### config.mk
export PLATFORM = sky130hd
export DESIGN_NAME = color_text_parser_core
export DESIGN_NICKNAME = d
export VERILOG_FILES = /design/src/rtl/core/ctp_pkg.sv /design/src/rtl/core/ctp_step.sv /design/src/rtl/core/ctp_out_buf.sv /design/src/rtl/core/color_text_parser_core.sv
export SDC_FILE = /design/constraint.sdc
export NUM_CORES = 1
export LEC_CHECK = 0
export BUFFER_PORTS_ARGS = -buffer_cell sky130_fd_sc_hd__buf_2
export CORE_ASPECT_RATIO = 0.8
export CORE_MARGIN = 1
export CORE_UTILIZATION = 45
export CTS_CLUSTER_DIAMETER = 60
export CTS_CLUSTER_SIZE = 16
export DETAILED_ROUTE_END_ITERATION = 6
export SLEW_MARGIN = 20
export SYNTH_ARGS = -nofsm -noshare
export SYNTH_HDL_FRONTEND = slang
export SYNTH_SLANG_ARGS = --single-unit
### constraint.sdc
create_clock -name clk -period 4.49 [get_ports clk]
set_input_delay 0.449 -clock clk [delete_from_list [all_inputs] [get_ports clk]]
set_output_delay 0.449 -clock clk [all_outputs]
set_load 0.02 [all_outputs]
### src/rtl/core/ctp_pkg.sv
// Types, character codes and per-character parse functions for the color text parser.
package ctp_pkg;

  localparam logic [7:0] CH_HASH   = 8'h23;
  localparam logic [7:0] CH_SPACE  = 8'h20;
  localparam logic [7:0] CH_MINUS  = 8'h2d;
  localparam logic [7:0] CH_ZERO   = 8'h30;
  localparam logic [7:0] CH_NINE   = 8'h39;
  localparam logic [7:0] CH_LC_A   = 8'h61;
  localparam logic [7:0] CH_LC_F   = 8'h66;
  localparam logic [7:0] CH_UC_A   = 8'h41;
  localparam logic [7:0] CH_UC_F   = 8'h46;

  localparam logic [8:0]  ACC_SAT     = 9'd256;
  localparam logic [11:0] ACC_SAT_W   = 12'd256;
  localparam logic [2:0]  HEX_LONG    = 3'd6;
  localparam logic [2:0]  HEX_SHORT   = 3'd3;
  localparam logic [2:0]  HEX_CNT_MAX = 3'd7;
  localparam logic [1:0]  LAST_FIELD  = 2'd2;
  localparam logic [3:0]  HEX_TEN     = 4'd10;

  typedef enum logic [3:0] {
    PH_START = 4'b0001,
    PH_HEX   = 4'b0010,
    PH_DEC   = 4'b0100,
    PH_DONE  = 4'b1000
  } phase_t;

  typedef struct packed {
    logic [7:0] char_code;
    logic       char_present;
    logic       last;
  } ctp_in_t;

  typedef struct packed {
    logic       ok;
    logic [7:0] red;
    logic [7:0] green;
    logic [7:0] blue;
  } ctp_out_t;

  typedef struct packed {
    phase_t          phase;
    logic [2:0]      hex_cnt;
    logic [1:0]      field_idx;
    logic [8:0]      acc;
    logic            digit_seen;
    logic            minus_seen;
    logic [2:0][7:0] chan;
    logic            failed;
  } ctp_state_t;

  localparam ctp_state_t CTP_RESET = '{
    phase:      PH_START,
    hex_cnt:    3'd0,
    field_idx:  2'd0,
    acc:        9'd0,
    digit_seen: 1'b0,
    minus_seen: 1'b0,
    chan:       '0,
    failed:     1'b0
  };

  // {valid, nibble}
  function automatic logic [4:0] hex_nibble(logic [7:0] c);
    logic [4:0] res;
    res = 5'd0;
    if (c >= CH_ZERO && c <= CH_NINE) begin
      res = {1'b1, c[3:0]};
    end else if ((c >= CH_LC_A && c <= CH_LC_F) || (c >= CH_UC_A && c <= CH_UC_F)) begin
      res = {1'b1, c[3:0] + 4'd9};
    end
    return res;
  endfunction

  function automatic ctp_state_t hex_char(ctp_state_t s, logic [7:0] c);
    ctp_state_t r;
    logic [4:0] hv;
    r  = s;
    hv = hex_nibble(c);
    if (!hv[4]) begin
      r.failed = 1'b1;
    end else begin
      if (s.hex_cnt < HEX_LONG) begin
        if (!s.hex_cnt[0]) begin
          r.chan[s.hex_cnt[2:1]][7:4] = hv[3:0];
        end else begin
          r.chan[s.hex_cnt[2:1]][3:0] = hv[3:0];
        end
      end
      if (s.hex_cnt != HEX_CNT_MAX) begin
        r.hex_cnt = s.hex_cnt + 3'd1;
      end
    end
    return r;
  endfunction

  function automatic ctp_state_t finish_num(ctp_state_t s);
    ctp_state_t r;
    r = s;
    // acc never exceeds 256, so bit 8 means out of range
    if ((s.minus_seen && s.acc != 9'd0) || s.acc[8]) begin
      r.failed = 1'b1;
    end else begin
      r.chan[s.field_idx] = s.acc[7:0];
      r.field_idx         = s.field_idx + 2'd1;
      r.acc               = 9'd0;
      r.digit_seen        = 1'b0;
      r.minus_seen        = 1'b0;
      if (s.field_idx == LAST_FIELD) begin
        r.phase = PH_DONE;
      end
    end
    return r;
  endfunction

  function automatic ctp_state_t dec_char(ctp_state_t s, logic [7:0] c);
    ctp_state_t  r;
    logic        is_dig;
    logic [3:0]  d;
    logic [11:0] v;
    logic        go;
    r      = s;
    is_dig = (c >= CH_ZERO) && (c <= CH_NINE);
    d      = c[3:0];
    v      = {3'd0, s.acc} * {8'd0, HEX_TEN} + {8'd0, d};
    go     = 1'b1;
    if (s.digit_seen) begin
      if (is_dig) begin
        r.acc = (v > ACC_SAT_W) ? ACC_SAT : v[8:0];
        go    = 1'b0;
      end else begin
        // the terminating character also starts the next number
        r = finish_num(r);
        if (r.failed || r.phase == PH_DONE) begin
          go = 1'b0;
        end
      end
    end
    if (go) begin
      if (!r.minus_seen && c == CH_SPACE) begin
        r.minus_seen = 1'b0;
      end else if (!r.minus_seen && c == CH_MINUS) begin
        r.minus_seen = 1'b1;
      end else if (is_dig) begin
        r.digit_seen = 1'b1;
        r.acc        = {5'd0, d};
      end else begin
        r.failed = 1'b1;
      end
    end
    return r;
  endfunction

endpackage

### src/rtl/core/ctp_step.sv
// Next-state and result logic for one character word of the color parser.
module ctp_step
  import ctp_pkg::*;
(
  input  ctp_state_t st_i,
  input  ctp_in_t    in_i,
  output ctp_state_t st_nxt_o,
  output ctp_out_t   res_o
);

  ctp_state_t s_char;
  ctp_state_t s_end;
  ctp_state_t s_pre;
  logic       ok;

  always_comb begin
    s_pre  = st_i;
    s_char = st_i;
    if (in_i.char_present && !st_i.failed) begin
      if (st_i.phase == PH_START && in_i.char_code != CH_HASH) begin
        s_pre.phase = PH_DEC;
      end
      unique case (s_pre.phase)
        PH_START: s_char.phase = PH_HEX;
        PH_HEX:   s_char = hex_char(s_pre, in_i.char_code);
        PH_DEC:   s_char = dec_char(s_pre, in_i.char_code);
        PH_DONE:  s_char = s_pre;
        default:  s_char = s_pre;
      endcase
    end
  end

  always_comb begin
    s_end = s_char;
    // close a pending number at end of string
    if (!s_char.failed && s_char.phase == PH_DEC && s_char.digit_seen) begin
      s_end = finish_num(s_char);
    end
  end

  always_comb begin
    ok    = 1'b0;
    res_o = '0;
    if (!s_end.failed) begin
      if (s_end.phase == PH_DONE ||
          (s_end.phase == PH_HEX && s_end.hex_cnt == HEX_LONG)) begin
        ok          = 1'b1;
        res_o.red   = s_end.chan[0];
        res_o.green = s_end.chan[1];
        res_o.blue  = s_end.chan[2];
      end else if (s_end.phase == PH_HEX && s_end.hex_cnt == HEX_SHORT) begin
        ok          = 1'b1;
        res_o.red   = {s_end.chan[0][7:4], s_end.chan[0][7:4]};
        res_o.green = {s_end.chan[0][3:0], s_end.chan[0][3:0]};
        res_o.blue  = {s_end.chan[1][7:4], s_end.chan[1][7:4]};
      end
    end
    res_o.ok = ok;
  end

  assign st_nxt_o = in_i.last ? CTP_RESET : s_char;

endmodule

### src/rtl/core/ctp_out_buf.sv
// Result register for the color parser output channel.
module ctp_out_buf
  import ctp_pkg::*;
(
  input  logic     clk,
  input  logic     rst_n,
  input  logic     push,
  input  ctp_out_t push_data,
  output logic     free,
  output logic     out_valid,
  input  logic     out_ready,
  output ctp_out_t out_data
);

  logic     valid_r;
  logic     valid_nxt;
  ctp_out_t data_r;

  assign free      = !valid_r || out_ready;
  assign valid_nxt = push || (valid_r && !out_ready);

  always_ff @(posedge clk) begin
    if (!rst_n) begin
      valid_r <= 1'b0;
    end else begin
      valid_r <= valid_nxt;
    end
  end

  always_ff @(posedge clk) begin
    if (push) begin
      data_r <= push_data;
    end
  end

  assign out_valid = valid_r;
  assign out_data  = data_r;

endmodule

### src/rtl/core/color_text_parser_core.sv
// Top level of the color text parser: input register, parse state and result buffer.
// Takes a color string one character word per cycle ("#rgb", "#rrggbb" or three
// decimal numbers 0..255 with optional leading spaces; '-' is accepted only before
// a zero) and returns one word with ok, red, green and blue after the word marked
// last. Each word passes from the input register through one step of the parse
// logic into the state registers, so the sustained rate is one word per clock
// while no last word waits. A last word waits in the input register only while the
// result register still holds an untaken result; its result is then registered there.
module color_text_parser_core
  import ctp_pkg::*;
(
  input  logic     clk,
  input  logic     rst_n,
  input  logic     in_valid,
  output logic     in_ready,
  input  ctp_in_t  in_data,
  output logic     out_valid,
  input  logic     out_ready,
  output ctp_out_t out_data
);

  logic       in_valid_r;
  logic       in_valid_nxt;
  ctp_in_t    in_data_r;
  ctp_state_t st_r;
  ctp_state_t st_nxt;
  ctp_out_t   res;
  logic       out_free;
  logic       advance;
  logic       push;

  ctp_step u_step (
    .st_i     (st_r),
    .in_i     (in_data_r),
    .st_nxt_o (st_nxt),
    .res_o    (res)
  );

  ctp_out_buf u_out (
    .clk       (clk),
    .rst_n     (rst_n),
    .push      (push),
    .push_data (res),
    .free      (out_free),
    .out_valid (out_valid),
    .out_ready (out_ready),
    .out_data  (out_data)
  );

  // hold a last word until the result register can take it
  assign advance      = in_valid_r && (!in_data_r.last || out_free);
  assign push         = advance && in_data_r.last;
  assign in_ready     = !in_valid_r || advance;
  assign in_valid_nxt = (in_valid && in_ready) || (in_valid_r && !advance);

  always_ff @(posedge clk) begin
    if (!rst_n) begin
      in_valid_r <= 1'b0;
      st_r       <= CTP_RESET;
    end else begin
      in_valid_r <= in_valid_nxt;
      if (advance) begin
        st_r <= st_nxt;
      end
    end
  end

  always_ff @(posedge clk) begin
    if (in_valid && in_ready) begin
      in_data_r <= in_data;
    end
  end

  a_clear_after_last: assert property (@(posedge clk) disable iff (!rst_n)
    push |=> (st_r.phase == PH_START && !st_r.failed && st_r.field_idx == 2'd0))
    else $error("parse state not cleared after end of string");

  a_done_fields: assert property (@(posedge clk) disable iff (!rst_n)
    (st_r.phase == PH_DONE) |-> (st_r.field_idx == 2'd3))
    else $error("decimal parse done without three numbers");

  a_start_clean: assert property (@(posedge clk) disable iff (!rst_n)
    (st_r.phase == PH_START) |-> (st_r.hex_cnt == 3'd0 && st_r.field_idx == 2'd0
                                  && !st_r.digit_seen && !st_r.minus_seen))
    else $error("stale parse state at start of string");

  a_stall_holds: assert property (@(posedge clk) disable iff (!rst_n)
    (in_valid_r && !advance) |=> (in_valid_r && $stable(st_r)))
    else $error("parse state moved while word stalled");

endmodule
==> results of run 1 <==
[sequential cells by signal (all words and copies together) (netlist names)]
register         count
st_r                45
u_out.out_valid      1
u_out.out_data      25
in_data_r           10
in_valid_r           1
[worst max-delay path by stage]
stage | start | end | slack [ps] | depth (start not counted)
3_3_place_gp | st_r[28] | u_out.out_data[3] | -80 | 14
3_5_place_dp | st_r[28] | u_out.out_data[10] | -180 | 12
4_1_cts | st_r[28] | u_out.out_data[15] | 140 | 13
5_1_grt | st_r[28] | u_out.out_data[22] | 20 | 12
2_1_floorplan | st_r[30] | u_out.out_data[6] | 340 | 14
6_report | st_r[28] | u_out.out_data[13] | 160 | 13
[synth_stat cells (8+ instances only)]
master    number  area, µm²
o22ai_1       14       87.6
nor4_1        12       75.1
a21oi_1       37        185
mux2i_1       13        130
o21ai_0       42        210
clkbuf_1      28        105
inv_1         18       67.6
xnor2_1       11       96.3
edfxtp_1      35       1050
a22oi_1       45        338
nand2_1       56        210
nor2_1        39        146
ha_1          24        300
buf_2          8       40.0
nor3_1        28        140
dfxtp_1       47        941
and2_1        12       75.1
nand3_1       28        140
nor2b_1       35        219
[repair_timing]
item | CTS | global route
resized for setup | 4 | 4
pin swaps | 0 | 0
setup endpoints to repair | 19 | 20
buffers inserted | 0 | 0
[metrics by stage]
stage	cell area, µm²	hold slack [ps]	total power, µW
final	6790	270	1730
after global routing	6790	267	1780
after CTS	6760	268	1730
after detailed placement	6430	516	968
after global placement	6430	498	966
after floorplan	5910	471	914
[area by class of cell]
| class | count | area share (%) |
|---|---|---|
| clock inverter | 7 | 1.12 |
| sequential | 82 | 29.3 |
| multi-input combinational | 542 | 54.9 |
| tap | 175 | 3.23 |
| clock buffer | 9 | 3.32 |
| timing repair buffer | 77 | 7.04 |
| inverter | 18 | 0.995 |
[layer usage]
metal / GRT usage (%) / vias to the layer above
li1: - / 2714
met1: 42.1 / 2827
met2: 41.5 / 303
met3: 5.61 / 42
met4: 10.0 / 0
met5: 0 / -
[logic make-up (layout without fill, tap and decap cells)]
logic type               Yosys count  count (layout)
AND/OR/NAND/NOR                  249             249
AO/OA/AOI/OAI                    238             238
flip-flops                        82              82
buffers and inverters             58             111
adder cells (fa/ha/maj)           26              26
XOR/XNOR                          15              15
multiplexers                      14              14
[critical path: stages, from the launching register on]
cell	delay [ps]
dfxtp_1	320
ha_1	290
ha_1	230
fa_1	430
a21o_1	180
a21oi_1	170
xnor2_1	230
and3_1	270
nor4b_2	80
o31a_1	390
a221o_1	420
o31a_1	430
nor4_1	490
o32ai_1	130
[layout by cell type, fill, tap and decap left out, types with 5 or more instances in the layout]
cell type / instances
nor2_1: 37
buf_2: 40
a32oi_1: 5
clkbuf_16: 9
o21a_1: 6
nand2_1: 56
a21oi_1: 37
a22oi_1: 45
o22ai_1: 14
ha_1: 24
nor4_1: 11
nand3_1: 28
o211ai_1: 5
a21o_1: 7
a22o_1: 7
inv_1: 18
o21ai_0: 42
mux2i_1: 13
xnor2_1: 11
edfxtp_1: 35
and3_1: 7
buf_4: 37
and2_1: 12
o31ai_1: 5
dfxtp_1: 47
nor2b_1: 35
nor3_1: 27
[report_power, final]
part / switching, µW / internal (µW) / leakage [µW] / total (µW)
clock: 336 / 436 / 0.000143 / 773
sequential: 11.5 / 789 / 0.000705 / 800
combinational: 108 / 48.7 / 0.00168 / 157
total: 456 / 1270 / 0.00253 / 1730
==> results by group, run 1 <==
STA
  – Post-route minimum period: 4330 ps
  – RSZ-0062 raised after global routing: false
  – Slew Limit Fails: 0
  – Slew margin rel.: 23.6%
  – Final worst path period share: 96.5%
  – Final Hold Fails: 0
  – Final Worst Setup Slack: 158 ps
  – Least-Margin Pin Slew: 1150 ps
  – Setup TNS: 0 ps
  – Max frequency: 231 MHz
  – Clock Skew: 8.85 ps
  – Final-report setup violation count: 0

Synthesis
  – Multiplexer share of the synthesized area: between 2 and 2.5%
  – Number of flops mapped to enable cells by yosys: 35
  – Ys Warns: 0
  – Flops & latches, synth: 82
  – Share of flip-flops with an asynchronous set or reset: 0%
  – Synth Flop Type: dfxtp_1
  – Post-Synth Simple-Gate Area: a little under a quarter
  – Mapped Cells: 682
  – Synth unique cells: 77
  – Post-Syn Nets: 722
  – Avg Cell Area, Syn: a little under 9 µm²
  – Main combinational cell family by area after synthesis: compound AO/OA/AOI/OAI gates
  – Synth Area in XOR/XNOR: 2.22%
  – Compound-Gate Fraction of Synth Area: 29.1%
  – Synthesized area: 0.00591 mm²
  – Post-synthesis adder-cell area fraction: 5.76%
  – Sequential share of the synthesized area: 33.7%

Floorplanning
  – I/O Pins: between 40 and 50
  – # rows: 37
  – Full die area: 0.0136 mm²
  – Initial Util: 46.1%
  – Die H: 105 µm
  – Core footprint: 0.0128 mm²
  – Die X: 130 µm

Clocking
  – Clock Latency Late Sink: 350 ps
  – Htree depth: 3
  – Clock Sinks: 82
  – Num CTS Buffers: 9
  – Clk buf depth: 2
  – Clock slew at reported path FFs: 70 ps
  – TritonCTS clock tree: yes
  – Root Buffer: clkbuf_16
  – Hold-fix buffers at CTS: 0

Routing
  – Via count: roughly 5.9k
  – DR top layer: met4
  – Total wire length: around 19000 µm
  – Starting DRT DRC Count: roughly 700
  – Met1 wire length: 8800 µm
  – WL met3: between 1500 and 2000 µm
  – Vias per cell: 6.47
  – Antenna-violating nets left: 0
  – Metal2 WL: approximately 7900 µm
  – DRC viols: 3
  – WL per Instance: 20.7 µm
  – TritonRoute pass-1 iters: 7

GRT
  – Initial antenna violation count: 0
  – Grt ovf: 0
  – Largest net degree at the start of global routing: 46
  – All-Layer GR Usage: 28.7%
  – First-pass GRT wire length: 29800 µm
  – Vias in the first global route: 5467

Outcome
  – Failing checks: DRC
  – Outcome: finished, violations left

Worst setup path
  – Reg2reg setup slack: 160 ps
  – WP data arrival: 4410 ps
  – Register-to-Register Path Depth: 13
  – Setup Crit Path Kind: flip-flop to flip-flop
  – FF-to-FF Start: st_r[28]
  – Data required time of the critical path: 4570 ps
  – Worst Setup End Kind: flip-flop
  – Critical path launch point type: flip-flop
  – Critical path peak fanout: 12
  – RR Endpoint: u_out.out_data[13]

Pwr
  – Pwr Density: between 200 and 300 mW/mm²
  – Peak VDD IR: between 0.15 and 0.2 mV
  – Leak: 0.00253 µW

Finish
  – Multi-input gate area: 0.00373 mm²
  – Finished Layout Cells: 910
  – Register Area: 0.00199 mm²
  – Area grow syn2layout: 14.8%
  – Share of cells above drive strength 1: 17.3%
  – ANT cells: 0
  – Fill count: ~1.2k
  – Final core utilization: 52.9%
  – Final #Nets: 770

Worst hold path
  – Min-delay src: in_data[5]
  – Hold worst-path end: in_data_r[5]
  – Worst min path class: input pin to flip-flop
  – Hold Path Stages: 1

Placed design
  – Placed Cells: 894
  – GP Congestion: ~0.95
  – Pre-CTS worst setup slack: -178 ps
  – DP HPWL: 14200 µm
  – I/O Buffers: 40

Flow run
  – Maxcap violations: 0
Power figures use the tool's default switching activity.
==> inputs of run 2 (changes only) <==
- ABC_AREA: unset -> 1
- CTS_BUF_LIST: unset -> sky130_fd_sc_hd__clkbuf_8 sky130_fd_sc_hd__clkbuf_16
==> run 2 against run 1 <==
  * Combinational power grew 41%
  * Synthesized area up 5.2%
  * Sequential share of layout area fell by 0.83 points
  * Synthesized cell count grew 39%
  * Global-route usage fell by 1.2 points
  * The run now ends clean
  * Critical path depth is 13 higher
  * Design area grew 3.0%
  * Routed wire length down 0.75%
  * Largest power group is now the clock network
  * Sequential power barely moved
  * Register-to-register slack better by 220 ps
  * Sequential cell count is the same
  * Setup slack improved by 220 ps
==> results by group, run 2 <==
Synthesis
  – Avg Cell Area, Syn: 6.57 µm² (-24%)
  – Main combinational cell family by area after synthesis: simple AND/OR/NAND/NOR gates
  – Synthesized area: 0.00622 mm² (+5.2%)
  – Post-synthesis adder-cell area fraction: 5.47% (-0.28 points)
  – Number of flops mapped to enable cells by yosys: 35 (unchanged)
  – Cell taking the most area after synthesis: nand2_1
  – Mapped Cells: 947 (+39%)
  – Synth Flop Type: dfxtp_1
  – Post-Syn Nets: 987 (+37%)
  – Compound-Gate Fraction of Synth Area: 17.1% (-12 points)
  – Sequential share of the synthesized area: 32.0% (-1.7 points)
  – Synth cell count leaders: nand2_1, inv_1, a21oi_1
  – Synth unique cells: 49 (-36%)
  – Area share of the largest cell type after synthesis: 19.0% (+1.2 points)
  – Top-count cell post-synth: nand2_1
  – Flops & latches, synth: 82 (unchanged)
  – Ys Warns: 0 (unchanged)
  – Synth Area in XOR/XNOR: 0.563% (-1.7 points)
  – Share of flip-flops with an asynchronous set or reset: 0% (unchanged)
  – Post-Synth Simple-Gate Area: 34.6% (+12 points)
  – Synth top area cells: nand2_1, edfxtp_1, dfxtp_1, inv_1, a21oi_1
  – Multiplexer share of the synthesized area: 0% (-2.4 points)

Clocking
  – TritonCTS clock tree: yes
  – Htree depth: 3 (unchanged)
  – Clock slew at reported path FFs: 70 ps (about the same)
  – Root Buffer: clkbuf_16
  – Post-CTS Resized: 0 (-4)
  – Num CTS Buffers: 9 (unchanged)
  – Clock Sinks: 82 (unchanged)
  – Setup bufs post-CTS: 0 (unchanged)
  – Clk buf depth: 2 (unchanged)
  – Clock Latency Late Sink: 350 ps (about the same)
  – Hold-fix buffers at CTS: 0 (unchanged)

Pwr
  – Reg power frac: 43.6% (-2.7 points)
  – Net Sw Power: 495 µW (+8.7%)
  – Sw frac: 27.1% (+0.76 points)
  – Clock group share of total power: 44.2% (-0.5 points)
  – Internal power: 1330 µW (+4.5%)
  – Comb power frac: 12.1% (+3.0 points)
  – Peak VDD IR: 0.216 mV (+26%)
  – Pwr Density: 261 mW/mm² (+2.6%)
  – Leak: 0.00313 µW (+24%)

STA
  – Slew Limit Fails: 0 (unchanged)
  – Final-report setup violation count: 0 (unchanged)
  – Max frequency: 243 MHz (+5.4%)
  – Clock Skew: 10.4 ps (+1.56 ps)
  – Final Hold Fails: 0 (unchanged)
  – WHS: 266 ps (-3.66 ps)
  – Least-Margin Pin Slew: 992 ps (-153 ps)
  – Post-route minimum period: 4110 ps (-223 ps)
  – RSZ-0062 raised after global routing: true
  – Final worst path period share: 91.5% (-5.0 points)
  – Slew margin rel.: 33.4% (+9.9 points)

GRT
  – Vias in the first global route: 5787 (+5.9%)
  – First-pass GRT wire length: 30500 µm (+2.4%)
  – All-Layer GR Usage: 27.5% (-1.2 points)
  – Grt ovf: 0 (unchanged)
  – Largest net degree at the start of global routing: 47 (+2.2%)
  – Initial antenna violation count: 0 (unchanged)

Floorplanning
  – Full die area: 0.0143 mm² (+5.1%)
  – I/O Pins: 41 (unchanged)
  – Die H: 107 µm (+2.5%)
  – Initial Util: 46.1% (about the same)
  – # rows: 38 (+2.7%)
  – Core footprint: 0.0135 mm² (+5.3%)
  – Die X: 133 µm (+2.5%)

Placed design
  – GP Congestion: 0.942 (-1.1%)
  – I/O Buffers: 40 (unchanged)
  – Dpl cell area: 0.00663 mm² (+3.1%)
  – Placed Cells: 1155 (+29%)
  – DP HPWL: 14100 µm (-0.51%)

Worst setup path
  – Worst setup startpoint: st_r[28]
  – FF-to-FF Start: st_r[28]
  – Reg2reg setup slack: 380 ps (+220 ps)
  – Setup Crit Path Kind: flip-flop to flip-flop
  – Data required time of the critical path: 4680 ps (+110 ps)
  – RR Endpoint: u_out.out_data[11]
  – Worst Setup End Kind: flip-flop
  – Setup crit end: u_out.out_data[11]
  – Critical path launch point type: flip-flop
  – Critical path peak fanout: 8 (-4)
  – WP data arrival: 4300 ps (-110 ps)
  – Register-to-Register Path Depth: 26 (+13)

Routing
  – TritonRoute pass-1 iters: 6 (-1)
  – Vias per cell: 5.49 (-15%)
  – WL per Instance: 16.0 µm (-23%)
  – Via count: 6435 (+9.3%)
  – Starting DRT DRC Count: 641 (-8.0%)
  – Total wire length: 18700 µm (-0.75%)
  – Antenna-violating nets left: 0 (unchanged)
  – DRC viols: 0 (-3)

Finish
  – Number of flip-flops in the largest register: 45 (unchanged)
  – Share of cells above drive strength 1: 11.8% (-5.5 points)
  – Final instance area: 0.00699 mm² (+3.0%)
  – Most common cell after layout, fill and taps aside: nand2_1
  – Area grow syn2layout: 12.4%
  – Fill count: 1413 (+18%)
  – ANT cells: 0 (unchanged)
  – Final #Nets: 1027 (+33%)
  – Finished Layout Cells: 1172 (+29%)
  – Most frequent cells in the layout: nand2_1, inv_1, a21oi_1
  – Final core utilization: 51.8% (-1.2 points)
  – Reg with most FFs: st_r

Worst hold path
  – Worst min path class: input pin to flip-flop
  – Min-delay src: in_data[3]

Flow run
  – Maxcap violations: 0 (unchanged)

Outcome
  – Outcome: completed
run 2: stage by stage:
step | TNS (ps) | setup slack, ps | power [µW]
after floorplan | 0 | 888 | 966
after global placement | 0 | 252 | 1030
after detailed placement | 0 | 244 | 1030
after CTS | 0 | 205 | 1830
after global routing | -63.9 | -29.8 | 1890
final | 0 | 380 | 1830
run 2: cell families (layout without fill, tap and decap cells):
family / Yosys count / count (layout)
adder cells (fa/ha/maj): 26 / 26
flip-flops: 82 / 82
AO/OA/AOI/OAI: 180 / 180
XOR/XNOR: 4 / 4
buffers and inverters: 163 / 207
AND/OR/NAND/NOR: 492 / 493
run 2: per-layer routing:
metal	share of wire [%]	vias to the layer above	GRT usage (%)
met5	0	-	0
met4	1.8	0	6.74
met3	7.8	33	5.30
met2	40	240	40.4
met1	50	2929	40.8
li1	-	3233	-
run 2: area by class of cell:
type | count | area, µm² | share of cell area (%)
Inverter | 135 | 507 | 7.25
Tap cell | 180 | 225 | 3.22
Sequential cell | 82 | 1990 | 28.5
Timing Repair Buffer | 56 | 320 | 4.58
Multi-Input combinational cell | 703 | 3620 | 51.9
Clock buffer | 9 | 225 | 3.22
Clock inverter | 7 | 93.8 | 1.34
run 2: worst min-delay path by stage:
| stage | end | cells after the start |
|---|---|---|
| 6_report | in_data_r[3] | 1 |
| 5_1_grt | in_data_r[9] | 1 |
| 4_1_cts | in_data_r[7] | 1 |
| 3_5_place_dp | st_r[22] | 2 |
| 3_3_place_gp | st_r[22] | 2 |
| 2_1_floorplan | st_r[21] | 2 |
run 2: critical path, stage by stage, from the launching register on:
cell and delay, ps:
dfxtp_2 360, ha_1 300, ha_1 250, fa_2 580, nand3_1 150, nor2_4 140, inv_1 60, nor2_2 140
nand3_1 80, nand2_1 60, nand3_1 160, nor2_2 220, nand3_1 90, nand2_1 70, nand2_1 50, nand2_1 50
nand2_1 70, nand2_1 70, nor2_1 50, nand2_1 70, nand2_2 120, buf_4 220, nand3_2 120, nand2_1 60
nand2_1 90, nand2_1 80, a21oi_1 210
run 2: power by group through the flow:
stage	Combinational [µW]	Clock, µW	Sequential [µW]
after floorplan	150	0	816
after global placement	216	0	813
after detailed placement	215	0	813
after CTS	216	820	797
after global routing	245	845	798
final	222	808	797
